[src/rtl/lc3_instruction_execute_core_assert.svh]
// ----------------------------------------------------------------------------
// LC-3 execute core assertion macros
// Concurrent assertion shorthands; compiled out when ASSERT_OFF is defined.
// ----------------------------------------------------------------------------
`ifndef LC3_INSTRUCTION_EXECUTE_CORE_ASSERT_SVH
`define LC3_INSTRUCTION_EXECUTE_CORE_ASSERT_SVH

`ifndef ASSERT_OFF

// expr holds at every clock edge out of reset
`define LC3IE_ASSERT_ALWAYS(lbl, clk, rst_n, expr, msg) \
  lbl: assert property (@(posedge clk) disable iff (!rst_n) (expr)) \
    else $error(msg);

// ante in this cycle implies cons in the next
`define LC3IE_ASSERT_NEXT(lbl, clk, rst_n, ante, cons, msg) \
  lbl: assert property (@(posedge clk) disable iff (!rst_n) (ante) |=> (cons)) \
    else $error(msg);

`else

`define LC3IE_ASSERT_ALWAYS(lbl, clk, rst_n, expr, msg)
`define LC3IE_ASSERT_NEXT(lbl, clk, rst_n, ante, cons, msg)

`endif

`endif

[src/rtl/lc3ie_ram.sv]
// ----------------------------------------------------------------------------
// Generic single-port RAM
// One access per cycle when enabled, read-first, registered read data.
// ----------------------------------------------------------------------------
`default_nettype none

module lc3ie_ram #(
  parameter int WIDTH = 16,
  parameter int DEPTH = 256
) (
  input  wire logic                     clk,
  input  wire logic                     en,
  input  wire logic                     we,
  input  wire logic [$clog2(DEPTH)-1:0] addr,
  input  wire logic [WIDTH-1:0]         wdata,
  output logic      [WIDTH-1:0]         rdata
);

  logic [WIDTH-1:0] mem [DEPTH];

  // read data holds while the port is not enabled
  always_ff @(posedge clk) begin
    if (en) begin
      if (we) begin
        mem[addr] <= wdata;
      end
      rdata <= mem[addr];
    end
  end

endmodule

`default_nettype wire

[config.mk]
export PLATFORM = sky130hd
export DESIGN_NAME = lc3ie_ram
export DESIGN_NICKNAME = d
export VERILOG_FILES = /design/src/rtl/lc3_instruction_execute_core_assert.svh /design/src/rtl/lc3ie_ram.sv
export SDC_FILE = /design/constraint.sdc
export NUM_CORES = 2
export LEC_CHECK = 0
export BUFFER_PORTS_ARGS = -buffer_cell sky130_fd_sc_hd__buf_2
export CORE_MARGIN = 3
export CORE_UTILIZATION = 57
export CTS_BUF_LIST = sky130_fd_sc_hd__clkbuf_16
export DETAILED_ROUTE_END_ITERATION = 8
export MAX_ROUTING_LAYER = met4
export PLACE_DENSITY_LB_ADDON = 0.25
export SLEW_MARGIN = 40
export SYNTH_ARGS = -nofsm -noshare
export SYNTH_HDL_FRONTEND = slang
export SYNTH_SLANG_ARGS = --single-unit
export TNS_END_PERCENT = 10
[constraint.sdc]
create_clock -name clk -period 2.7 [get_ports clk]
set_input_delay 0.27 -clock clk [delete_from_list [all_inputs] [get_ports clk]]
set_output_delay 0.27 -clock clk [all_outputs]
set_load 0.02 [all_outputs]
# After elaboration in Yosys (flattened, before gate mapping)
# Memory sizes are Yosys's and may differ from the RTL's. A register that Yosys moved wholly into a read port is not among the register bits.
# Cells that the tools add are included.
[op_classes]
mux = 3
[op_table]
columns = ["op", "count"]
rows = [
  ["2-to-1 mux 1 bit", 3],
]
[word_totals]
regBits = 0
ramBits = 4096
in_bits = 27
output_inout_bits = 16
elab_cells = 4
n_memories = 1
[mem_list]
columns = ["memory", "words", "word_bits", "rd", "rd_ports_with_merged_regs", "write_ports", "line", "text"]
rows = [
  ["mem", 256, 16, 1, 1, 1, "lc3ie_ram.sv:19", "logic [WIDTH-1:0] mem [DEPTH];"],
]

# Logic depth before layout (Yosys ltp)
[depth]
ltp_word = 3
depth_mapped = 8
depth_no_buf = 5

# Worst setup path before layout
# OpenSTA, ideal clock, no wires.
[synth_path]
path_type = "input-to-reg"
from = "input port addr[0]"
to = "memory mem[169][0] (enable)"
arrival_ps = 2432
t_required_ps = 2312
path_slack_ps = -120
cell_stages = 7
path_buffers = 4
cell_sequence = "buf_2 clkbuf_1 buf_2 nor3b_1 nand2_1 clkbuf_1 nor2_1"
[synth_rtl]
columns = ["item", "line", "text"]
rows = [
  ["from (decl)", "lc3ie_ram.sv:14", "input wire logic [$clog2(DEPTH)-1:0] addr,"],
  ["to (decl)", "lc3ie_ram.sv:19", ""],
]
# Straight into the memory's write port.

==> results.py <==
metrics = {
    "timing": {
        "final.period_utilization_pct": 99.61,
        "slew_headroom_pct": 40.81,
        "clock_skew_ps": 63.38,
        "hold_viol": 0,
        "setup_viol": 0,
        "rsz0062_at_grt": "true",
        "max_slew.worst_pin.slew_ps": 887.8,
        "fin_ws_ps": 10.48,
        "maxSlewViolCount": 0,
        "fmax_mhz": 371.8,
        "fin_crit_ps": 2690,
        "tns_ps": 0,
    },
    "setup_path": {
        "slowest_stage": "o41ai_4",
        "worstPathMaxFanout": 2,
        "worst_setup_path_start_kind": "register",
        "max_stage_delay_ps": 830,
        "critical_path_arrival_ps": 3320,
        "critPathBufInv": 1,
        "critPathRequiredTime_ps": 3330,
        "cp.depth": 6,
        "startpoint": "mem[170][1]",
        "cp-end-kind": "register",
        "critical_path.top_delay_family": "compound AO/OA/AOI/OAI gates",
        "worstPathCellList": "mux4_2 > a22oi_2 > buf_4 > a21oi_1 > o41ai_4 > nand4_1",
        "path_class": "reg2reg",
        "r2r_start": "mem[170][1]",
        "reg2reg_depth": 6,
    },
    "yosys": {
        "syn_nets": 6731,
        "ys_ff_latch": 4112,
        "syn_area_sq_um": 155200,
        "async_flop_share_pct": 0,
        "ys_top_cells_by_area": "edfxtp_1 (80%), mux4_2 (15%), a22oi_1 (2.5%)",
        "syn_avg_cell_area_sq_um": 23.16,
        "ys.flop_type": "edfxtp_1",
        "synth_edf_count": 4112,
        "ys_types": 20,
        "ys_seq_area_share_pct": 79.54,
        "ys.warnings.count": 0,
        "yosysTopAreaCell": "edfxtp_1",
        "synthCells": 6704,
        "synth_top_area_share_pct": 79.54,
    },
    "clock_tree": {
        "cts_buffers": 402,
        "cts_sinks": 4112,
        "ctsRootBufferMaster": "clkbuf_16",
        "htreeDepth": 5,
        "clkTransAtPathRegs_ps": 60,
        "cts_tree": "built",
        "clk_latency_ps": 930,
        "clk_path_buf_depth": 4,
        "cts_setup_buffers": 0,
    },
    "placement": {
        "post-dp-hpwl_mm": 249.4,
        "placedCellCount": 10920,
        "placed_area_sq_um": 170900,
        "port_buffers": 42,
        "gp_congestion": 0.8965,
        "dpl_worst_slack_ps": -991.7,
    },
    "grt": {
        "met3_usage_pct": 5.973,
        "first_global_vias": 79320,
        "antenna_found_initial": 31,
        "grt_pass1_wl_mm": 581.8,
        "grt_busiest_layer": "met2",
        "grt_usage_pct": 30.16,
        "use_met2_pct": 45.88,
        "gr-usage-met1_pct": 41.35,
        "grt_max_degree": 153,
        "gr-total-overflow": 0,
    },
    "power_and_ir_drop": {
        "pwr-share-clk_pct": 40.9,
        "leakagePower_uw": 0.05849,
        "p_per_area_nw_per_um2": 710.4,
        "power.total_uw": 130700,
        "p_sw_uw": 27440,
        "power_frac_comb_pct": 5.2,
        "seqPwrFrac_pct": 53.9,
        "switching_share_pct": 21.00,
        "max-vdd-ir-drop_v": 0.0005771,
        "power.internal_uw": 103200,
    },
    "detailed_routing": {
        "drt-initial-drc-count": 11420,
        "viasPerCell": 6.681,
        "firstDrtPassIters": 8,
        "wl_per_cell_um": 34.58,
        "via_count": 78070,
        "wirelength_mm": 404.0,
        "drc": 0,
        "ant_nets": 0,
    },
    "die": {
        "num_io_pins": 43,
        "die_w_um": 527.9,
        "core_sq_um": 269600,
        "initial_core_util_pct": 57.59,
        "rows": 190,
        "dieHeight_um": 527.9,
        "dieArea_sq_um": 278700,
    },
    "hold_path": {
        "min_path_type": "in2reg",
        "hold_depth": 2,
        "hp-start": "wdata[2]",
    },
    "finish": {
        "final_cell_area_sq_um": 183900,
        "finalNonFillerCells": 11680,
        "register_area_sq_um": 123500,
        "layout-drive-gt1-share_pct": 33.57,
        "multiInputGateArea_sq_um": 30580,
        "fin_nets": 7822,
        "syn2layout_area_growth_pct": 18.47,
        "fillers": 16010,
    },
    "run": {
        "cap_violations": 0,
    },
    "outcome": {
        "status": "finished, final reports clean",
    },
}
-- final cells by class --
cell class / count / area share, %
clock buffers: 406 / 5.524
repair buffers: 1099 / 7.000
well taps: 3552 / 2.417
flip-flops and latches: 4112 / 67.14
diodes: 26 / 0.03538
multi-input cells: 2180 / 16.63
clock inverters: 309 / 1.257
-- cell usage in the layout, fill, tap and decap left out, drive strengths merged, types with 26 or more instances in the layout --
cell type	netlist	routed
edfxtp	4112	4112
buf	143	1082
mux4	1024	1024
a22oi	512	512
clkbuf	269	406
nor2	259	259
a21oi	256	256
clkinv	0	166
inv	0	99
o41ai	64	64
bufinv	0	31
nand2	30	30
diode	0	26
-- kinds of logic (layout without fill, tap and decap cells) --
| logic type | Yosys count | count (layout) | synth area share, % |
|---|---|---|---|
| mux | 1024 | 1024 | 14.86 |
| simple gates | 324 | 324 | 0.8390 |
| flops | 4112 | 4112 | 79.54 |
| other cells | 0 | 26 | 0 |
| compound gates | 832 | 832 | 3.662 |
| buf+inv | 412 | 1814 | 1.103 |
-- sequential cells by signal, summed over array words and instances (netlist names) --
signal,flops
mem,4096
rdata,16
-- metal layers --
layer	routed length, um	vias to the layer above
met5	0	-
met4	17140	0
met3	43010	739
met2	196000	4678
met1	147800	41430
li1	-	31220
-- power by group through the flow --
stage,sequential [uW],combinational (uW),clock (uW)
global route,70400,7130,56400
global placement,71800,6570,0
CTS,70400,6800,54000
floorplan,71700,2930,0
finish,70400,6840,53400
detailed placement,71800,6720,0
-- path summary, 6_finish.rpt --
check,end,slack [ps]
setup / recovery,rdata[1],10
hold reg to reg,rdata[9],1020
setup reg to reg,rdata[1],10
hold / removal,mem[83][2],230
-- synthesized netlist by cell type, types with 4 or more instances --
| cell type | instances |
|---|---|
| nand3_1 | 4 |
| edfxtp_1 | 4112 |
| nand2_1 | 30 |
| a21oi_1 | 256 |
| o41ai_1 | 64 |
| buf_4 | 11 |
| buf_2 | 100 |
| nor2b_1 | 6 |
| nor2_1 | 259 |
| mux4_2 | 1024 |
| buf_1 | 32 |
| clkbuf_1 | 269 |
| nand4_1 | 16 |
| a22oi_1 | 512 |
-- through the flow --
step	hold slack, ps	util [%]
floorplan	368.9	-
global placement	540.7	63.38
detailed placement	543.3	63.41
CTS	181.7	68.14
global route	209.0	68.21
finish	229.0	68.22
-- what timing repair did --
item                                   4_1_cts  5_1_grt
pin swaps                                    0        2
hold buffers                                17        0
resized for setup                           13        7
endpoints found under the hold margin      870        0
setup endpoints to repair                    8        7
(Power assumes the default switching activity.)
