## config.mk

```make
export PLATFORM = sky130hd
export DESIGN_NAME = lc3ie_seq
export DESIGN_NICKNAME = d
export VERILOG_FILES = /design/src/rtl/lc3_instruction_execute_core_assert.svh /design/src/rtl/lc3ie_pkg.sv /design/src/rtl/lc3ie_seq.sv
export SDC_FILE = /design/constraint.sdc
export NUM_CORES = 1
export LEC_CHECK = 0
export BUFFER_PORTS_ARGS = -buffer_cell sky130_fd_sc_hd__buf_2
export CELL_PAD_IN_SITES_DETAIL_PLACEMENT = 1
export CELL_PAD_IN_SITES_GLOBAL_PLACEMENT = 1
export CORE_AREA = 2 2 39 41
export CTS_CLUSTER_DIAMETER = 150
export DETAILED_ROUTE_END_ITERATION = 10
export DIE_AREA = 0 0 41 43
export PLACE_DENSITY_LB_ADDON = 0.1
export SLEW_MARGIN = 0
export SYNTH_ARGS = -nofsm -noshare
export SYNTH_HDL_FRONTEND = slang
export SYNTH_SLANG_ARGS = --single-unit
```

## constraint.sdc

```tcl
create_clock -name clk -period 1.8 [get_ports clk]
set_clock_uncertainty 0.05 [all_clocks]
set_input_delay 0 -clock clk [delete_from_list [all_inputs] [get_ports clk]]
set_output_delay 0 -clock clk [all_outputs]
set_load 0.02 [all_outputs]
```

## src/rtl/lc3_instruction_execute_core_assert.svh

```systemverilog
// ----------------------------------------------------------------------------
// LC-3 execute core assertion macros
// Concurrent assertion shorthands; compiled out when ASSERT_OFF is defined.
// ----------------------------------------------------------------------------
`ifndef LC3_INSTRUCTION_EXECUTE_CORE_ASSERT_SVH
`define LC3_INSTRUCTION_EXECUTE_CORE_ASSERT_SVH

`ifndef ASSERT_OFF

// expr holds at every clock edge out of reset
`define LC3IE_ASSERT_ALWAYS(lbl, clk, rst_n, expr, msg) \
  lbl: assert property (@(posedge clk) disable iff (!rst_n) (expr)) \
    else $error(msg);

// ante in this cycle implies cons in the next
`define LC3IE_ASSERT_NEXT(lbl, clk, rst_n, ante, cons, msg) \
  lbl: assert property (@(posedge clk) disable iff (!rst_n) (ante) |=> (cons)) \
    else $error(msg);

`else

`define LC3IE_ASSERT_ALWAYS(lbl, clk, rst_n, expr, msg)
`define LC3IE_ASSERT_NEXT(lbl, clk, rst_n, ante, cons, msg)

`endif

`endif

```

## src/rtl/lc3ie_pkg.sv

```systemverilog
// ----------------------------------------------------------------------------
// LC-3 execute core package
// Shared types, opcode and function codes, and reset constants.
// ----------------------------------------------------------------------------
`default_nettype none

package lc3ie_pkg;

  typedef logic [15:0] word_t;

  // register file geometry
  localparam int RF_DEPTH = 8;
  localparam int RF_AW    = 3;

  // item function codes
  localparam logic [1:0] FN_EXEC  = 2'd0;
  localparam logic [1:0] FN_WRITE = 2'd1;
  localparam logic [1:0] FN_READ  = 2'd2;

  // opcodes, instruction bits 15:12
  localparam logic [3:0] OP_BR   = 4'd0;
  localparam logic [3:0] OP_ADD  = 4'd1;
  localparam logic [3:0] OP_LD   = 4'd2;
  localparam logic [3:0] OP_ST   = 4'd3;
  localparam logic [3:0] OP_JSR  = 4'd4;
  localparam logic [3:0] OP_AND  = 4'd5;
  localparam logic [3:0] OP_LDR  = 4'd6;
  localparam logic [3:0] OP_STR  = 4'd7;
  localparam logic [3:0] OP_RTI  = 4'd8;
  localparam logic [3:0] OP_NOT  = 4'd9;
  localparam logic [3:0] OP_LDI  = 4'd10;
  localparam logic [3:0] OP_STI  = 4'd11;
  localparam logic [3:0] OP_JMP  = 4'd12;
  localparam logic [3:0] OP_RES  = 4'd13;
  localparam logic [3:0] OP_LEA  = 4'd14;
  localparam logic [3:0] OP_TRAP = 4'd15;

  // condition codes
  localparam logic [2:0] FL_P = 3'b001;
  localparam logic [2:0] FL_Z = 3'b010;
  localparam logic [2:0] FL_N = 3'b100;

  localparam word_t      START_PC_RESET = 16'h3000;
  localparam logic [2:0] FLAGS_RESET    = FL_Z;

  // link register for JSR/JSRR
  localparam logic [RF_AW-1:0] LINK_REG = 3'd7;

  // sequencer states
  typedef enum logic [1:0] {
    ST_IDLE,
    ST_READ,
    ST_EXEC,
    ST_DONE
  } state_t;

  // step strobes from the sequencer to the datapath
  typedef struct packed {
    logic step_read;
    logic step_exec;
    logic commit;
  } ctrl_t;

endpackage

`default_nettype wire

```

## src/rtl/lc3ie_seq.sv

```systemverilog
// ----------------------------------------------------------------------------
// LC-3 execute sequencer
// Steps each item through read, execute and commit; handles input stall.
// ----------------------------------------------------------------------------
`default_nettype none

module lc3ie_seq (
  input  wire logic      clk,
  input  wire logic      rst_n,
  input  wire logic      in_valid,
  input  wire logic      out_busy,
  input  wire logic      out_stall,
  output logic           in_stall,
  output lc3ie_pkg::ctrl_t ctrl
);

  import lc3ie_pkg::*;

  state_t state_r;
  state_t state_nxt;
  logic   out_free;

  // result register can take a new item this cycle
  assign out_free = !out_busy || !out_stall;

  always_ff @(posedge clk) begin
    if (!rst_n) begin
      state_r <= ST_IDLE;
    end else begin
      state_r <= state_nxt;
    end
  end

  // next state and step strobes
  always_comb begin
    state_nxt      = state_r;
    in_stall       = 1'b1;
    ctrl.step_read = 1'b0;
    ctrl.step_exec = 1'b0;
    ctrl.commit    = 1'b0;
    unique case (state_r)
      ST_IDLE: begin
        in_stall = 1'b0;
        if (in_valid) begin
          state_nxt = ST_READ;
        end
      end
      ST_READ: begin
        ctrl.step_read = 1'b1;
        state_nxt      = ST_EXEC;
      end
      ST_EXEC: begin
        ctrl.step_exec = 1'b1;
        state_nxt      = ST_DONE;
      end
      ST_DONE: begin
        // commit and take the next item in the same cycle
        if (out_free) begin
          ctrl.commit = 1'b1;
          in_stall    = 1'b0;
          state_nxt   = in_valid ? ST_READ : ST_IDLE;
        end
      end
      default: begin
        state_nxt = ST_IDLE;
      end
    endcase
  end

endmodule

`default_nettype wire

```

======== Yosys cells after proc, flatten, opt, wreduce, memory -nomap -nowiden ========
Cells that the tools add are included.
operators by class
  equal/unequal tests ..................... 5
  multiplexer cells ....................... 10
  reductions and logical operators ........ 5
operators by type and width
  kind                                                             number
  2-bit case mux with 4 select lines                               1
  1-bit 2-to-1 mux                                                 6
  2-bit == test, second input constant                             2
  2-bit 2-to-1 mux                                                 2
  2-bit inequality test, second input constant                     2
  2-bit by 1-bit == test with 1-bit output, second input constant  1
  1-bit logical NOT                                                2
  2-bit logical NOT                                                1
  1-bit case mux with 2 select lines                               1
  2-bit AND reduction                                              1
  1-bit logical OR                                                 1
word-level totals
  input bits .............................. 5
  flip-flop bits (word level) ............. 2
  logic and storage cells ................. 21

======== Logic depth before layout (Yosys ltp) ========
  word-level depth ........................ 4
  mapped depth ............................ 5

======== Worst setup path before layout ========
OpenSTA, ideal clock, no wires.
  path type ............................... flip-flop to flip-flop
  start point ............................. register state_r[1]
  end point ............................... register state_r[0]
  period minus slack after synthesis ...... 1.347 ns
  arrival ................................. 1.176 ns
  required time ........................... 1.628 ns
  setup slack ............................. 0.453 ns
  library setup time ...................... 0.122 ns
  cell stages (with the launch flop) ...... 5
  buffers on the path ..................... 0
  cells stage by stage .................... dfxtp_1 > inv_1 > ha_1 > a211o_1 > o311a_1
between the ends
  cells in the longest elaborated chain, start to end .. 3
ends and longest elaborated chain
  item                                                       line             source
  start, declared                                            lc3ie_seq.sv:19  state_t state_r;
  start signal, assigned                                     lc3ie_seq.sv:30  state_r <= state_nxt;
  2-bit == test / 2-bit logical NOT (equally long branches)  lc3ie_seq.sv:41  unique case (state_r)
  2-bit inequality test (no source line)                     n/a
  2-bit AND reduction (no source line)                       n/a
Parallel ways exist; a longest one is shown, timed or not.
A chain may end at the register's enable or synchronous reset.

======== Worst setup path in the final report ========
Ends and elaborated chain as after synthesis.

==> results.json <==
{
  "status": "finished, final reports clean",
  "initialDrtViolationCount": 6,
  "synth_warnings": 0,
  "final_nets": 47,
  "routed_via_density": 3.82,
  "gr-total-overflow": 0,
  "synth_compound_area_share_pct": 27.3,
  "synth_top_family_by_area": "adder cells",
  "synth_cells": 22,
  "arrival_ps": 1530,
  "routed_wl_um": 534,
  "required_ps": 1850,
  "synthMuxAreaShare_pct": 0,
  "fill_cells": 175,
  "cts_root_buf": "clkbuf_4",
  "cap_violations": 0,
  "total_leakage_power_uw": 0.000150,
  "path_max_fanout": 6,
  "grt_usage_pct": 7.92,
  "post_cts_buffers": 0,
  "setup.worst_path.start_class": "register",
  "ys_ff_latch": 2,
  "holdPathStages": 3,
  "netlist_area_um2": 215,
  "seq_area_frac_synth_pct": 18.6,
  "endpoint_kind": "register",
  "top_regs": "state_r x2",
  "cts_num_sinks": 2,
  "drc_errors": 0,
  "cpMaxStageDelayCell": "dfxtp_1",
  "hp-start": "in_valid",
  "worstMarginPinSlew_ps": 222,
  "synth_cell_type_count": 16,
  "layout-drive-gt1-share_pct": 44.1,
  "max_stage_delay_ps": 420,
  "clock_latency_ps": 220,
  "die_height_um": 43,
  "setup_viol": 0,
  "antenna_found_initial": 0,
  "cts_max_path_buffers": 2,
  "area_delta_synth_final_pct": 43.0,
  "worst-r2r-cell-count": 4,
  "vdd_drop_max_mv": 0.407,
  "slew_headroom_pct": 85.2,
  "ff_latch_area_um2": 40.0,
  "largest_reg_flops": 2,
  "grt_max_degree": 7,
  "grt_pass1_wl_um": 903,
  "max_flop_register": "state_r",
  "boundaryPins": 9,
  "rrSetupSlack_ps": 320,
  "initial_core_util_pct": 15.6,
  "path_clk_slew_ps": 30,
  "max_freq_mhz": 677,
  "slew_viol_final": 0,
  "rows": 14,
  "first_pass_iters": 2,
  "hold_path_end": "state_r[0]$_SDFFE_PN0P_",
  "path_cells": "inv_1 > ha_1 > a211o_1 > o311a_1",
  "path_class": "reg -> reg",
  "grt_pass1_vias": 193,
  "die-area_um2": 1760,
  "final-instance-count-excl-fill": 50,
  "die_x_um": 41,
  "synth_nets": 33,
  "numPortBuffers": 8,
  "power.density_nw_per_um2": 1300,
  "cts_tree": "yes",
  "synth-xor-area-share_pct": 0,
  "post_drt_wl_per_cell_um": 10.7,
  "rsz0062_at_grt": "false",
  "yosys.area_share.simple_pct": 15.7,
  "reg2reg_to": "state_r[0]$_SDFFE_PN0P_",
  "ant_nets": 0,
  "numCtsBuffers": 3,
  "worstReg2RegStart": "state_r[1]$_SDFFE_PN0P_",
  "diodes": 0,
  "yosys.area_share.adder_pct": 34.9,
  "gp_congestion": 0.625,
  "tns_ps": 0,
  "dp.cells": 46,
  "finalHoldViolations": 0,
  "synth_area_per_cell_um2": 9.78,
  "core_um2": 1380,
  "vias": 191,
  "multiInputGateArea_um2": 168,
  "htreeDepth": 1,
  "finalCriticalPeriod_ps": 1480,
  "hold_class": "in -> reg",
  "fin_crit_sh_pct": 82.0
}
[placed cells by master, fill, tap and decap left out]
cell type,instances
buf_2,8
o31ai_2,1
dlygate4sd3_1,1
o21ai_0,1
o31ai_1,1
nand2_1,1
dfxtp_1,2
and3_4,1
o311a_1,1
a21boi_0,1
a211o_1,1
inv_2,1
and2b_4,1
nand3_1,1
ha_1,6
inv_1,1
o211ai_1,1
nor2_1,1
clkbuf_4,3
[metal layers]
metal	global-route usage [%]	wire length [µm]	vias to the layer above
met5	0	0	-
met4	0	0	0
met3	6.28	26	0
met2	9.69	232	5
met1	11.5	275	81
li1	-	-	105
[worst max-delay path by stage]
| stage | start | end | slack, ps | depth (start not counted) |
|---|---|---|---|---|
| after detailed placement | state_r[1]$_SDFFE_PN0P_ | state_r[0]$_SDFFE_PN0P_ | 300 | 4 |
| after global placement | state_r[1]$_SDFFE_PN0P_ | state_r[0]$_SDFFE_PN0P_ | 300 | 4 |
| after CTS | state_r[1]$_SDFFE_PN0P_ | state_r[0]$_SDFFE_PN0P_ | 310 | 4 |
| final | state_r[1]$_SDFFE_PN0P_ | state_r[0]$_SDFFE_PN0P_ | 320 | 4 |
| after global routing | state_r[1]$_SDFFE_PN0P_ | state_r[0]$_SDFFE_PN0P_ | 230 | 4 |
| after floorplan | state_r[1]$_SDFFE_PN0P_ | state_r[0]$_SDFFE_PN0P_ | 450 | 4 |
[timing repair]
item	4_1_cts	5_1_grt
gates resized for setup	0	0
endpoints found under the setup margin	0	0
hold buffers	1	0
hold endpoints to repair	1	0
[area by class of cell]
type | count | area share, %
Sequential cell | 2 | 13.0
Timing Repair Buffer | 9 | 16.3
Clock buffer | 3 | 7.32
Inverter | 2 | 2.44
Tap cell | 16 | 6.50
Multi-Input combinational cell | 18 | 54.5
[worst max-delay path, delay by kind of cell (launching register included)]
kind | cells | cell delay, ps
buffers and inverters | 1 | 120
AO/OA/AOI/OAI | 2 | 550
adder cells (fa/ha/maj) | 1 | 210
flip-flops | 1 | 420
[cell usage after synthesis, drive strengths merged]
master / n / area (µm²)
nor2: 1 / 3.75
nand3: 1 / 5.00
a21boi: 1 / 7.51
o211ai: 1 / 7.51
a211o: 1 / 8.76
dfxtp: 2 / 40.0
o311a: 1 / 10.0
and3: 1 / 11.3
ha: 6 / 75.1
o31ai: 2 / 20.0
nand2: 1 / 3.75
inv: 2 / 7.50
o21ai: 1 / 5.00
and2b: 1 / 10.0
[kinds of logic (layout without fill, tap and decap cells)]
logic type	after synthesis	in the layout
and+or+nand+nor	5	5
DFF	2	2
AOI/OAI and AO/OA	7	7
buffers and inverters	2	14
adders and majority gates	6	6
[through the flow]
stage	hold WS, ps	area, µm²	power (µW)	util (%)	setup slack, ps
5_1_grt	128	308	439	22.2	225
4_1_cts	104	308	408	22.2	311
2_1_floorplan	81.2	215	243	-	453
3_3_place_gp	223	275	307	19.9	304
3_5_place_dp	227	275	305	19.9	305
6_report	107	308	400	22.2	324
[where the power goes]
part           total (µW)  switching (µW)  internal (µW)
logic                 221             129           91.8
clock network        96.4            23.0           73.4
registers            82.6            21.9           60.7
total                 400             174            226
No activity file was read; power rests on OpenSTA's default activity.
