`src/rtl/lc3_instruction_execute_core_assert.svh`:
```
// ----------------------------------------------------------------------------
// LC-3 execute core assertion macros
// Concurrent assertion shorthands; compiled out when ASSERT_OFF is defined.
// ----------------------------------------------------------------------------
`ifndef LC3_INSTRUCTION_EXECUTE_CORE_ASSERT_SVH
`define LC3_INSTRUCTION_EXECUTE_CORE_ASSERT_SVH

`ifndef ASSERT_OFF

// expr holds at every clock edge out of reset
`define LC3IE_ASSERT_ALWAYS(lbl, clk, rst_n, expr, msg) \
  lbl: assert property (@(posedge clk) disable iff (!rst_n) (expr)) \
    else $error(msg);

// ante in this cycle implies cons in the next
`define LC3IE_ASSERT_NEXT(lbl, clk, rst_n, ante, cons, msg) \
  lbl: assert property (@(posedge clk) disable iff (!rst_n) (ante) |=> (cons)) \
    else $error(msg);

`else

`define LC3IE_ASSERT_ALWAYS(lbl, clk, rst_n, expr, msg)
`define LC3IE_ASSERT_NEXT(lbl, clk, rst_n, ante, cons, msg)

`endif

`endif

```
`src/rtl/lc3ie_pkg.sv`:
```
// ----------------------------------------------------------------------------
// LC-3 execute core package
// Shared types, opcode and function codes, and reset constants.
// ----------------------------------------------------------------------------
`default_nettype none

package lc3ie_pkg;

  typedef logic [15:0] word_t;

  // register file geometry
  localparam int RF_DEPTH = 8;
  localparam int RF_AW    = 3;

  // item function codes
  localparam logic [1:0] FN_EXEC  = 2'd0;
  localparam logic [1:0] FN_WRITE = 2'd1;
  localparam logic [1:0] FN_READ  = 2'd2;

  // opcodes, instruction bits 15:12
  localparam logic [3:0] OP_BR   = 4'd0;
  localparam logic [3:0] OP_ADD  = 4'd1;
  localparam logic [3:0] OP_LD   = 4'd2;
  localparam logic [3:0] OP_ST   = 4'd3;
  localparam logic [3:0] OP_JSR  = 4'd4;
  localparam logic [3:0] OP_AND  = 4'd5;
  localparam logic [3:0] OP_LDR  = 4'd6;
  localparam logic [3:0] OP_STR  = 4'd7;
  localparam logic [3:0] OP_RTI  = 4'd8;
  localparam logic [3:0] OP_NOT  = 4'd9;
  localparam logic [3:0] OP_LDI  = 4'd10;
  localparam logic [3:0] OP_STI  = 4'd11;
  localparam logic [3:0] OP_JMP  = 4'd12;
  localparam logic [3:0] OP_RES  = 4'd13;
  localparam logic [3:0] OP_LEA  = 4'd14;
  localparam logic [3:0] OP_TRAP = 4'd15;

  // condition codes
  localparam logic [2:0] FL_P = 3'b001;
  localparam logic [2:0] FL_Z = 3'b010;
  localparam logic [2:0] FL_N = 3'b100;

  localparam word_t      START_PC_RESET = 16'h3000;
  localparam logic [2:0] FLAGS_RESET    = FL_Z;

  // link register for JSR/JSRR
  localparam logic [RF_AW-1:0] LINK_REG = 3'd7;

  // sequencer states
  typedef enum logic [1:0] {
    ST_IDLE,
    ST_READ,
    ST_EXEC,
    ST_DONE
  } state_t;

  // step strobes from the sequencer to the datapath
  typedef struct packed {
    logic step_read;
    logic step_exec;
    logic commit;
  } ctrl_t;

endpackage

`default_nettype wire

```
`src/rtl/lc3ie_ram.sv`:
```
// ----------------------------------------------------------------------------
// Generic single-port RAM
// One access per cycle when enabled, read-first, registered read data.
// ----------------------------------------------------------------------------
`default_nettype none

module lc3ie_ram #(
  parameter int WIDTH = 16,
  parameter int DEPTH = 256
) (
  input  wire logic                     clk,
  input  wire logic                     en,
  input  wire logic                     we,
  input  wire logic [$clog2(DEPTH)-1:0] addr,
  input  wire logic [WIDTH-1:0]         wdata,
  output logic      [WIDTH-1:0]         rdata
);

  logic [WIDTH-1:0] mem [DEPTH];

  // read data holds while the port is not enabled
  always_ff @(posedge clk) begin
    if (en) begin
      if (we) begin
        mem[addr] <= wdata;
      end
      rdata <= mem[addr];
    end
  end

endmodule

`default_nettype wire

```
`src/rtl/lc3ie_regfile.sv`:
```
// ----------------------------------------------------------------------------
// LC-3 general register file
// Two RAM copies for two read ports; valid bits make unwritten regs read 0.
// ----------------------------------------------------------------------------
`default_nettype none

module lc3ie_regfile (
  input  wire logic                        clk,
  input  wire logic                        rst_n,
  input  wire logic                        rd_en,
  input  wire logic [lc3ie_pkg::RF_AW-1:0] rd_addr_a,
  input  wire logic [lc3ie_pkg::RF_AW-1:0] rd_addr_b,
  input  wire logic                        wr_en,
  input  wire logic [lc3ie_pkg::RF_AW-1:0] wr_addr,
  input  wire lc3ie_pkg::word_t            wr_data,
  output lc3ie_pkg::word_t                 rd_data_a,
  output lc3ie_pkg::word_t                 rd_data_b
);

  import lc3ie_pkg::*;

  logic [RF_DEPTH-1:0] rv_r;
  logic                va_r;
  logic                vb_r;
  logic [RF_AW-1:0]    addr_a;
  logic [RF_AW-1:0]    addr_b;
  word_t               q_a;
  word_t               q_b;

  // write wins the port; reads and writes come in different steps
  assign addr_a = wr_en ? wr_addr : rd_addr_a;
  assign addr_b = wr_en ? wr_addr : rd_addr_b;

  lc3ie_ram #(.WIDTH(16), .DEPTH(RF_DEPTH)) u_bank_a (
    .clk   (clk),
    .en    (rd_en | wr_en),
    .we    (wr_en),
    .addr  (addr_a),
    .wdata (wr_data),
    .rdata (q_a)
  );

  lc3ie_ram #(.WIDTH(16), .DEPTH(RF_DEPTH)) u_bank_b (
    .clk   (clk),
    .en    (rd_en | wr_en),
    .we    (wr_en),
    .addr  (addr_b),
    .wdata (wr_data),
    .rdata (q_b)
  );

  // per-register written flags, cleared by reset
  always_ff @(posedge clk) begin
    if (!rst_n) begin
      rv_r <= '0;
    end else if (wr_en) begin
      rv_r[wr_addr] <= 1'b1;
    end
  end

  // flags follow the read data latency
  always_ff @(posedge clk) begin
    if (rd_en) begin
      va_r <= rv_r[rd_addr_a];
      vb_r <= rv_r[rd_addr_b];
    end
  end

  assign rd_data_a = va_r ? q_a : 16'h0000;
  assign rd_data_b = vb_r ? q_b : 16'h0000;

endmodule

`default_nettype wire

```
`config.mk`:
```
export PLATFORM = sky130hd
export DESIGN_NAME = lc3ie_regfile
export DESIGN_NICKNAME = d
export VERILOG_FILES = /design/src/rtl/lc3_instruction_execute_core_assert.svh /design/src/rtl/lc3ie_pkg.sv /design/src/rtl/lc3ie_ram.sv /design/src/rtl/lc3ie_regfile.sv
export SDC_FILE = /design/constraint.sdc
export NUM_CORES = 1
export LEC_CHECK = 0
export BUFFER_PORTS_ARGS = -buffer_cell sky130_fd_sc_hd__clkbuf_2
export CAP_MARGIN = 10
export CORE_UTILIZATION = 60
export CTS_CLUSTER_SIZE = 8
export DETAILED_ROUTE_END_ITERATION = 7
export PLACE_DENSITY = 0.85
export SYNTH_ARGS = -nofsm -noshare
export SYNTH_HDL_FRONTEND = slang
export SYNTH_HIERARCHICAL = 1
export SYNTH_SLANG_ARGS = --single-unit
export TNS_END_PERCENT = 1
```
`constraint.sdc`:
```
create_clock -name clk -period 6.46 [get_ports clk]
set_input_delay 0.646 -clock clk [delete_from_list [all_inputs] [get_ports clk]]
set_output_delay 0.646 -clock clk [all_outputs]
set_load 0.05 [all_outputs]
```
* After elaboration in Yosys (flattened, before gate mapping) *
Memory sizes are Yosys's and may differ from the RTL's. A register that Yosys moved wholly into a read port is not among the register bits.
Index checks and enable logic that the tools add are counted.

word-level totals
  input port bits = 29
  memories = 2
  output and inout port bits = 32
  logic and storage cells = 25
  bits in writable memories = 256
  bits in registers = 10

cells by class
  $lt $le $gt $ge = 4
  reductions and logical operators = 1
  bitwise logic cells = 2
  mux-type cells = 13

memory list
  name          depth  width  read ports  clocked after memory_dff  write ports  line             RTL
  u_bank_a.mem  8      16     1           1                         1            lc3ie_ram.sv:19  logic [WIDTH-1:0] mem [DEPTH];
  u_bank_b.mem  8      16     1           1                         1            lc3ie_ram.sv:19

operator list
  operator                                                            number
  2-to-1 mux 16 bit                                                   2
  less-than comparator 3 x 4 -> 1 bit (second input constant)         3
  OR 8 bit                                                            1
  binary-select mux 1 bit (select 3 bit)                              2
  2-to-1 mux 1 bit                                                    6
  2-to-1 mux 3 bit                                                    2
  demux 1 bit (select 3 bit)                                          1
  greater-or-equal comparator 3 x 1 -> 1 bit (second input constant)  1
  logical AND 1 bit                                                   1
  OR 1 bit                                                            1

* Depth between registers and ports, before layout *
Gate-level depths: netlist of run 1.

  depth after elaboration = 5
  mapped depth = 8
  gate-level depth less buffers = 6

* By module *
The synthesis of run 1 kept the hierarchy.

modules (own cells, without submodules)
  module         times used  seq. area each (um^2)  cells an instance  area each (um^2)
  lc3ie_ram      2           4324.1                 222                5450.2
  lc3ie_regfile  1           220.2                  84                 769.5

* Least setup slack after synthesis of run 1 *
No wires, ideal clock.

  path type = input to register
  start = input port wr_en
  end = memory u_bank_a.mem[4][0], enable pin
  cell stages on the path = 4
  slack = 3.242 ns
  arrival = 2.809 ns
  required time = 6.051 ns
  library setup time = 0.409 ns
  buffers on the path = 1
  cells stage by stage = clkbuf_1 -> or2_2 -> nand3_1 -> nor3_1

between the ends
  longest elaborated chain between the ends = 3
  elaborated cells between the ends (all ways) = 5
  those cells by class = 4 x mux; 1 x bitwise

RTL lines
  element                                       line                                  RTL
  start, declared                               lc3ie_regfile.sv:13                   input wire logic wr_en,
  2-to-1 mux 1 bit or OR 1 bit (tied branches)  lc3ie_ram.sv:24, lc3ie_regfile.sv:36
  2-to-1 mux 1 bit                              lc3ie_ram.sv:23                       if (en) begin
  2-to-1 mux 1 bit (not written as such)        lc3ie_ram.sv:25                       mem[addr] <= wdata;
  end, declared                                 lc3ie_ram.sv:19

Several ways; a longest one is shown, not always the timed one.

* Worst setup path in the final report of run 1 *
  start = input port wr_en
  end = memory u_bank_a.mem[2][10], enable pin

The elaborated chain is that of the path after synthesis.

==> impl_results.md, run 1 <==
* First-pass GRT wire length at 37000 um
* Synthesized flop and latch total at 298
* Clock Path Buffers at 3
* Antenna violations before repair at 0
* Worst-skew pair later-pin latency at 0.52 ns
* DR pass1 iterations at 5
* CTS tree: yes
* Clock root buffer: clkbuf_16
* Fin crit period at 3.29 ns
* Fmax at between 0.3 and 0.4 GHz
* Crit path launch type: input pin
* Design Area, Final at 13500 um^2
* Mean Syn Cell Area at about 22 um^2
* Share of cells above drive strength 1 at 30.1%
* Global route overflow at 0
* Comb pwr share at about 7.7%
* Switching share of power at 22.0%
* Crit path DAT at 3.51 ns
* Via count at around 5800
* Net Sw Power at 1.01 mW
* Clock-pin slew on the worst setup and hold paths at 0.06 ns
* Area added between synthesis and finish at 15.8%
* Fill cell count at 1035
* Cts bufs inserted at 43
* Cell internal pwr at roughly 3.6 mW
* Max incr delay on CP at between 0.9 and 1 ns
* Starting density of the core at 61.8%
* CP delay by family, top: simple AND/OR/NAND/NOR gates
* Tightest Pin Transition at between 1 and 1.5 ns
* Layout Nets at 659
* Worst path cell trace: clkbuf_2, or2_2, nand3b_1, nor2_1, buf_4
* Count of final max-slew check failures at 0
* Initial DRC count at 667
* Number of distinct library cells after synthesis at 28
* Hold Path Origin: rd_en
* Ys Warns at 6
* Kind of critical path: in -> reg
* Hold Path Class: in -> reg
* Routed vias/inst at 6.41
* CP endpoint kind: register
* Crit. Startpoint: wr_en
* Post-route ant nets at 0
* Die Area at about 20000 um^2
* Crit share post-route at 50.9%
* Leakage power at ~4.7 nW
* Max cap viols at 0
* Clk sinks at 298
* Core Area at 18900 um^2
* Final setup violation count at 0
* Clock network fraction of total power at 42.8%
* Buffers & Inverters on Critical Path at 2
* Gpl congestion at 0.808
* Setup ws final at 3.17 ns
* Most common cell after layout, fill and taps aside: edfxtp_1
* Critical path fanouts, max at 36
* Drt wl/cell at about 28 um
* Worst rel slew slack at 29.8%
* Maximum VDD drop at approximately 180 uV
* Final core area utilization at a little under three quarters
* Largest net degree at the start of global routing at 39
* Global Route Usage Sum at 26.1%
* DP Area at 12300 um^2
* Die Y at 141 um
* Slowest-stage cell, CP: or2_2
* Status: finished, final reports clean
* IO Pins at 61
* Final hold vios at 0
* Post-Synthesis Cell Area at 11700 um^2
* Worst slack, placed at ~2.7 ns
* Gate Count Post-Synth at 528
* Pwr Density at 338 nW/um^2
* IO Port Bufs at 60
* Commonest cells after routing, fill and taps aside: edfxtp_1, clkbuf_2, clkbuf_16, mux4_1
* Fin Setup TNS at 0 ns
* Final WL at 25200 um
* Flop pwr share at between 40% and 50%
* Resized Gates After CTS at 0
* Worst Skew at 0.0150 ns
* R2R Path Start: u_bank_a/mem[4][10]$_DFFE_PP_
* Unrepaired setup endpoints after global routing: false
* Htree depth at 2
* HPWL Detailed at 13400 um
* DRC viols at 0
* Setup repair bufs after CTS at 0
* Vias in the first global route at 5998
* ANT cells at 0
* CTS Hold Buffers Added at 0
* Register area share after synthesis at between 70% and 80%
* Power Total at 4.57 mW
* Req. time, crit path at between 6 and 7 ns
* Synthesized Nets at 557
* Die Wd at 141 um
* Rows at 50
-- through the flow --
| stage | hold WS, ns | std cells |
|---|---|---|
| after floorplan | 0.446 | 528 |
| after global placement | 0.456 | 844 |
| after detailed placement | 0.472 | 844 |
| after CTS | 0.375 | 904 |
| after global routing | 0.375 | 905 |
| final | 0.388 | 905 |
-- cell usage after synthesis (all sizes together) --
cell type  instances  share of area, %
mux2              32               3.1
nor3               4              0.17
and4b              3              0.26
clkbuf             5              0.16
nand3              4              0.17
mux2i              6              0.51
o21ai              8              0.34
a41oi              1             0.075
edfxtp           290                75
nor4bb             3              0.26
mux4              64                14
and2              32               1.7
buf               19               1.4
nor2              12              0.39
o211ai             4              0.26
nor2b              3              0.16
nand3b             2              0.13
or2                1             0.054
nand2              7              0.23
nor4b              1             0.075
inv                6              0.19
nand2b             6              0.32
dfxtp              8               1.4
o21a               7              0.45
-- worst paths after layout --
| path | to | slack [ns] | depth (start not counted) |
|---|---|---|---|
| worst min-delay path | va_r$_DFFE_PP_ | 0.39 | 1 |
| worst max-delay path | u_bank_a/mem[2][10]$_DFFE_PP_ | 3.17 | 5 |
| worst max register to register | u_bank_a/rdata[10]$_DFFE_PP_ | 4.94 | 2 |
| worst min register to register | rv_r[1]$_SDFFE_PN0P_ | 0.48 | 1 |
-- flip-flops by register name, indices dropped and copies added, names as in the netlist --
register        flops
vb_r                1
u_bank_a/rdata     16
u_bank_b/rdata     16
u_bank_a/mem      128
u_bank_b/mem      128
rv_r                8
va_r                1
-- worst register-to-register path, cell delays in order (launching register included) --
cell and delay (ns):
edfxtp_1 0.42, mux4_1 0.54, mux2_2 0.29
-- power groups by stage --
stage | Combinational, mW | Sequential [mW] | Clock [mW]
after floorplan | 0.244 | 2.28 | 0
after global placement | 0.330 | 2.29 | 0
after detailed placement | 0.342 | 2.29 | 0
after CTS | 0.350 | 2.26 | 1.97
after global routing | 0.366 | 2.27 | 2.06
final | 0.351 | 2.26 | 1.96
-- area by class of cell --
class	instances	area, um^2	share of cell area [%]
Timing Repair Buffer	81	464	3.43
Clock inverter	3	41.3	0.305
Sequential cell	298	8870	65.6
Inverter	6	22.5	0.167
Tap cell	260	325	2.41
Clock buffer	57	1130	8.35
Multi-Input combinational cell	200	2670	19.7
-- per-layer routing --
layer	up-vias	GRT usage, %	wire length (um)
li1	2396	-	-
met1	3035	36.5	9820
met2	321	42.6	12900
met3	45	4.29	1990
met4	0	9.22	555
met5	-	0	0
-- logic make-up after synthesis --
family,synth area share (%)
flops,76.0
mux,17.2
simple gates,3.92
buf+inv,1.72
compound gates,1.13
(Power assumes the default switching activity.)
==> run 2: changes to the inputs <==
Settings changed: ABC_AREA set to 1.
Clock period 6.46 ns to 3.11 ns, I/O delays scaled along.
==> impl_results.md, run 2 <==
* Max incr delay on CP at between 0.7 and 0.8 ns
* Synthesized Nets at 1221
* Largest registers: u_bank_a/mem: 128 flops, u_bank_b/mem: 128 flops
* Comb pwr share at 9.9%
* Drt wl/cell at 18.6 um
* Ys Warns at 6
* Area added between synthesis and finish at 14.8%
* Final hold vios at 0
* Number of stages on the worst hold path at 1
* Buffers & Inverters on Critical Path at 3
* First-pass GRT wire length at 45700 um
* Global route overflow at 0
* Clk sinks at between 200 and 300
* Cell taking the most area after synthesis: edfxtp_1
* Rows at 52
* Pwr Density at approximately 680 nW/um^2
* Fmax at 0.390 GHz
* Htree depth at 2
* Status: finished, final reports clean
* Most frequent cell after synthesis: nand2_1
* Routed vias/inst at between 5 and 6
* Req. time, crit path at 3.31 ns
* Setup repair bufs after CTS at 0
* IO Pins at 61
* Max cap viols at 0
* Die Y at 147 um
* Fill cell count at about 1200
* Post-route ant nets at 0
* Worst-skew pair later-pin latency at approximately 0.52 ns
* Cell internal pwr at 7.42 mW
* Commonest cells after routing, fill and taps aside: nand2_1, edfxtp_1, clkbuf_2, inv_1, clkbuf_16
* Mean Syn Cell Area at 10.5 um^2
* Count of final max-slew check failures at 0
* Gate Count Post-Synth at 1192
* Resized Gates After CTS at 0
* M1 WL at 10800 um
* Unrepaired setup endpoints after global routing: false
* Die Wd at 147 um
* Largest cells by area after synthesis: edfxtp_1, nand2_1, inv_1
* ANT cells at 0
* Initial DRC count at 1088
* CP delay by family, top: buffers and inverters
* HPWL Detailed at about 16000 um
* Asr flop ratio synth at 0%
* Flop pwr share at 47.9%
* Starting density of the core at 61.7%
* CP endpoint kind: register
* Crit path launch type: input pin
* Post-Synthesis Cell Area at 12600 um^2
* Met2 wire len at roughly 15000 um
* Antenna violations before repair at 0
* Clock Path Buffers at 3
* CTS Hold Buffers Added at 0
* Leakage power at roughly 6.3 nW
* Switching share of power at 24.3%
* Cts bufs inserted at 43
* DR pass1 iterations at 5
* IO Port Bufs at 60
* Worst rel slew slack at 41.5%
* Gpl congestion at 0.897
* Post-synth EDFFs at 290
* Global Route Usage Sum at 27.7%
* Via count at just under 9000
* DRC viols at 0
* Largest net degree at the start of global routing at 69
* CTS tree: yes
* Crit path DAT at 2.76 ns
* Clock network fraction of total power at 42.2%
* Post-Place Cells at 1492
* Number of distinct library cells after synthesis at 23
* Worst Reg2Reg Path Length in Cells at 6
* Clock root buffer: clkbuf_16
* Worst path depth at 5
* DR WL met3 at 2700 um
* Layout Nets at 1296
* Design Area, Final at about 14000 um^2
* Synth top cells by count: nand2_1, edfxtp_1, inv_1
* Crit share post-route at 82.4%
* Kind of critical path: in -> reg
* Fin crit period at 2.56 ns
* Final WL at 29000 um
* Most used flip-flop cell after synthesis: edfxtp_1
* Worst Skew at 0.0146 ns
* Most common cell after layout, fill and taps aside: nand2_1
* Slowest-stage cell, CP: o21ai_4
* Vias in the first global route at 8832
* Clock-pin slew on the worst setup and hold paths at 0.05 ns
* Core Area at just over 20000 um^2
* Critical path fanouts, max at 38
* Non-Filler Instances at 1556
* Register area share after synthesis at a little over two thirds
* Final setup violation count at 0
* Tightest Pin Transition at 0.870 ns
* DP Area at between 10000 and 15000 um^2
* Highest metal used: met4
* Net Sw Power at 2.38 mW
* Die Area at 21500 um^2
* Synth top area share at a little under 70%
* Maximum VDD drop at 391 uV
* Worst path cell trace: clkbuf_2, o21ai_4, inv_2, nor4_2, buf_4
* Synthesized flop and latch total at 298
* Hold Path Class: in -> reg
* Share of cells above drive strength 1 at approximately an eighth
run 2: final timing paths:
kind	start	endpoint	slack (ns)
setup / recovery	wr_en	u_bank_a/mem[2][8]$_DFFE_PP_	0.55
hold / removal	rd_en	vb_r$_DFFE_PP_	0.07
setup reg to reg	u_bank_b/mem[0][14]$_DFFE_PP_	u_bank_b/rdata[14]$_DFFE_PP_	1.95
hold reg to reg	rv_r[0]$_SDFFE_PN0P_	rv_r[0]$_SDFFE_PN0P_	0.49
run 2: area by class of cell:
class	instances	area, um^2	area share (%)
Clock inverter	3	33.8	0.234
Timing Repair Buffer	91	533	3.70
Tap cell	270	338	2.34
Sequential cell	298	8870	61.5
Clock buffer	61	1160	8.08
Inverter	58	224	1.55
Multi-Input combinational cell	775	3250	22.6
run 2: power groups by stage:
stage,clock network (mW),logic [mW],registers [mW]
3_3_place_gp,0,0.906,4.76
3_5_place_dp,0,0.934,4.77
5_1_grt,4.32,1.05,4.71
6_report,4.13,0.973,4.70
4_1_cts,4.16,0.961,4.70
2_1_floorplan,0,0.665,4.74
run 2: through the flow:
step                setup TNS, ns  hold WS [ns]  utilization [%]  setup slack, ns  total power, mW
floorplan                  -22.73         0.410                -           -0.178             5.41
global placement                0         0.484             64.9            0.187             5.66
detailed placement              0         0.484             64.9            0.121             5.70
CTS                             0        0.0513             70.8            0.599             9.81
global route                    0        0.0525             70.8            0.441             10.1
finish                          0        0.0731             70.8            0.547             9.81
run 2: cells by family after synthesis:
| kind of cell | share of synthesized area [%] |
|---|---|
| AO/OA/AOI/OAI | 0.558 |
| buffers and inverters | 4.88 |
| flip-flops | 70.6 |
| AND/OR/NAND/NOR | 24.0 |
run 2: routing by layer:
metal	GRT usage, %	vias up
li1	-	4020
met1	35.7	4183
met2	46.7	589
met3	4.81	94
met4	11.4	0
met5	0	-
run 2: worst register-to-register path, cell delays in order, from the launching register on:
cell	delay, ns
edfxtp_1	0.41
nand2_1	0.12
nand2_1	0.09
nand2_1	0.08
nand2_1	0.07
nand2_1	0.08
nand2_1	0.06
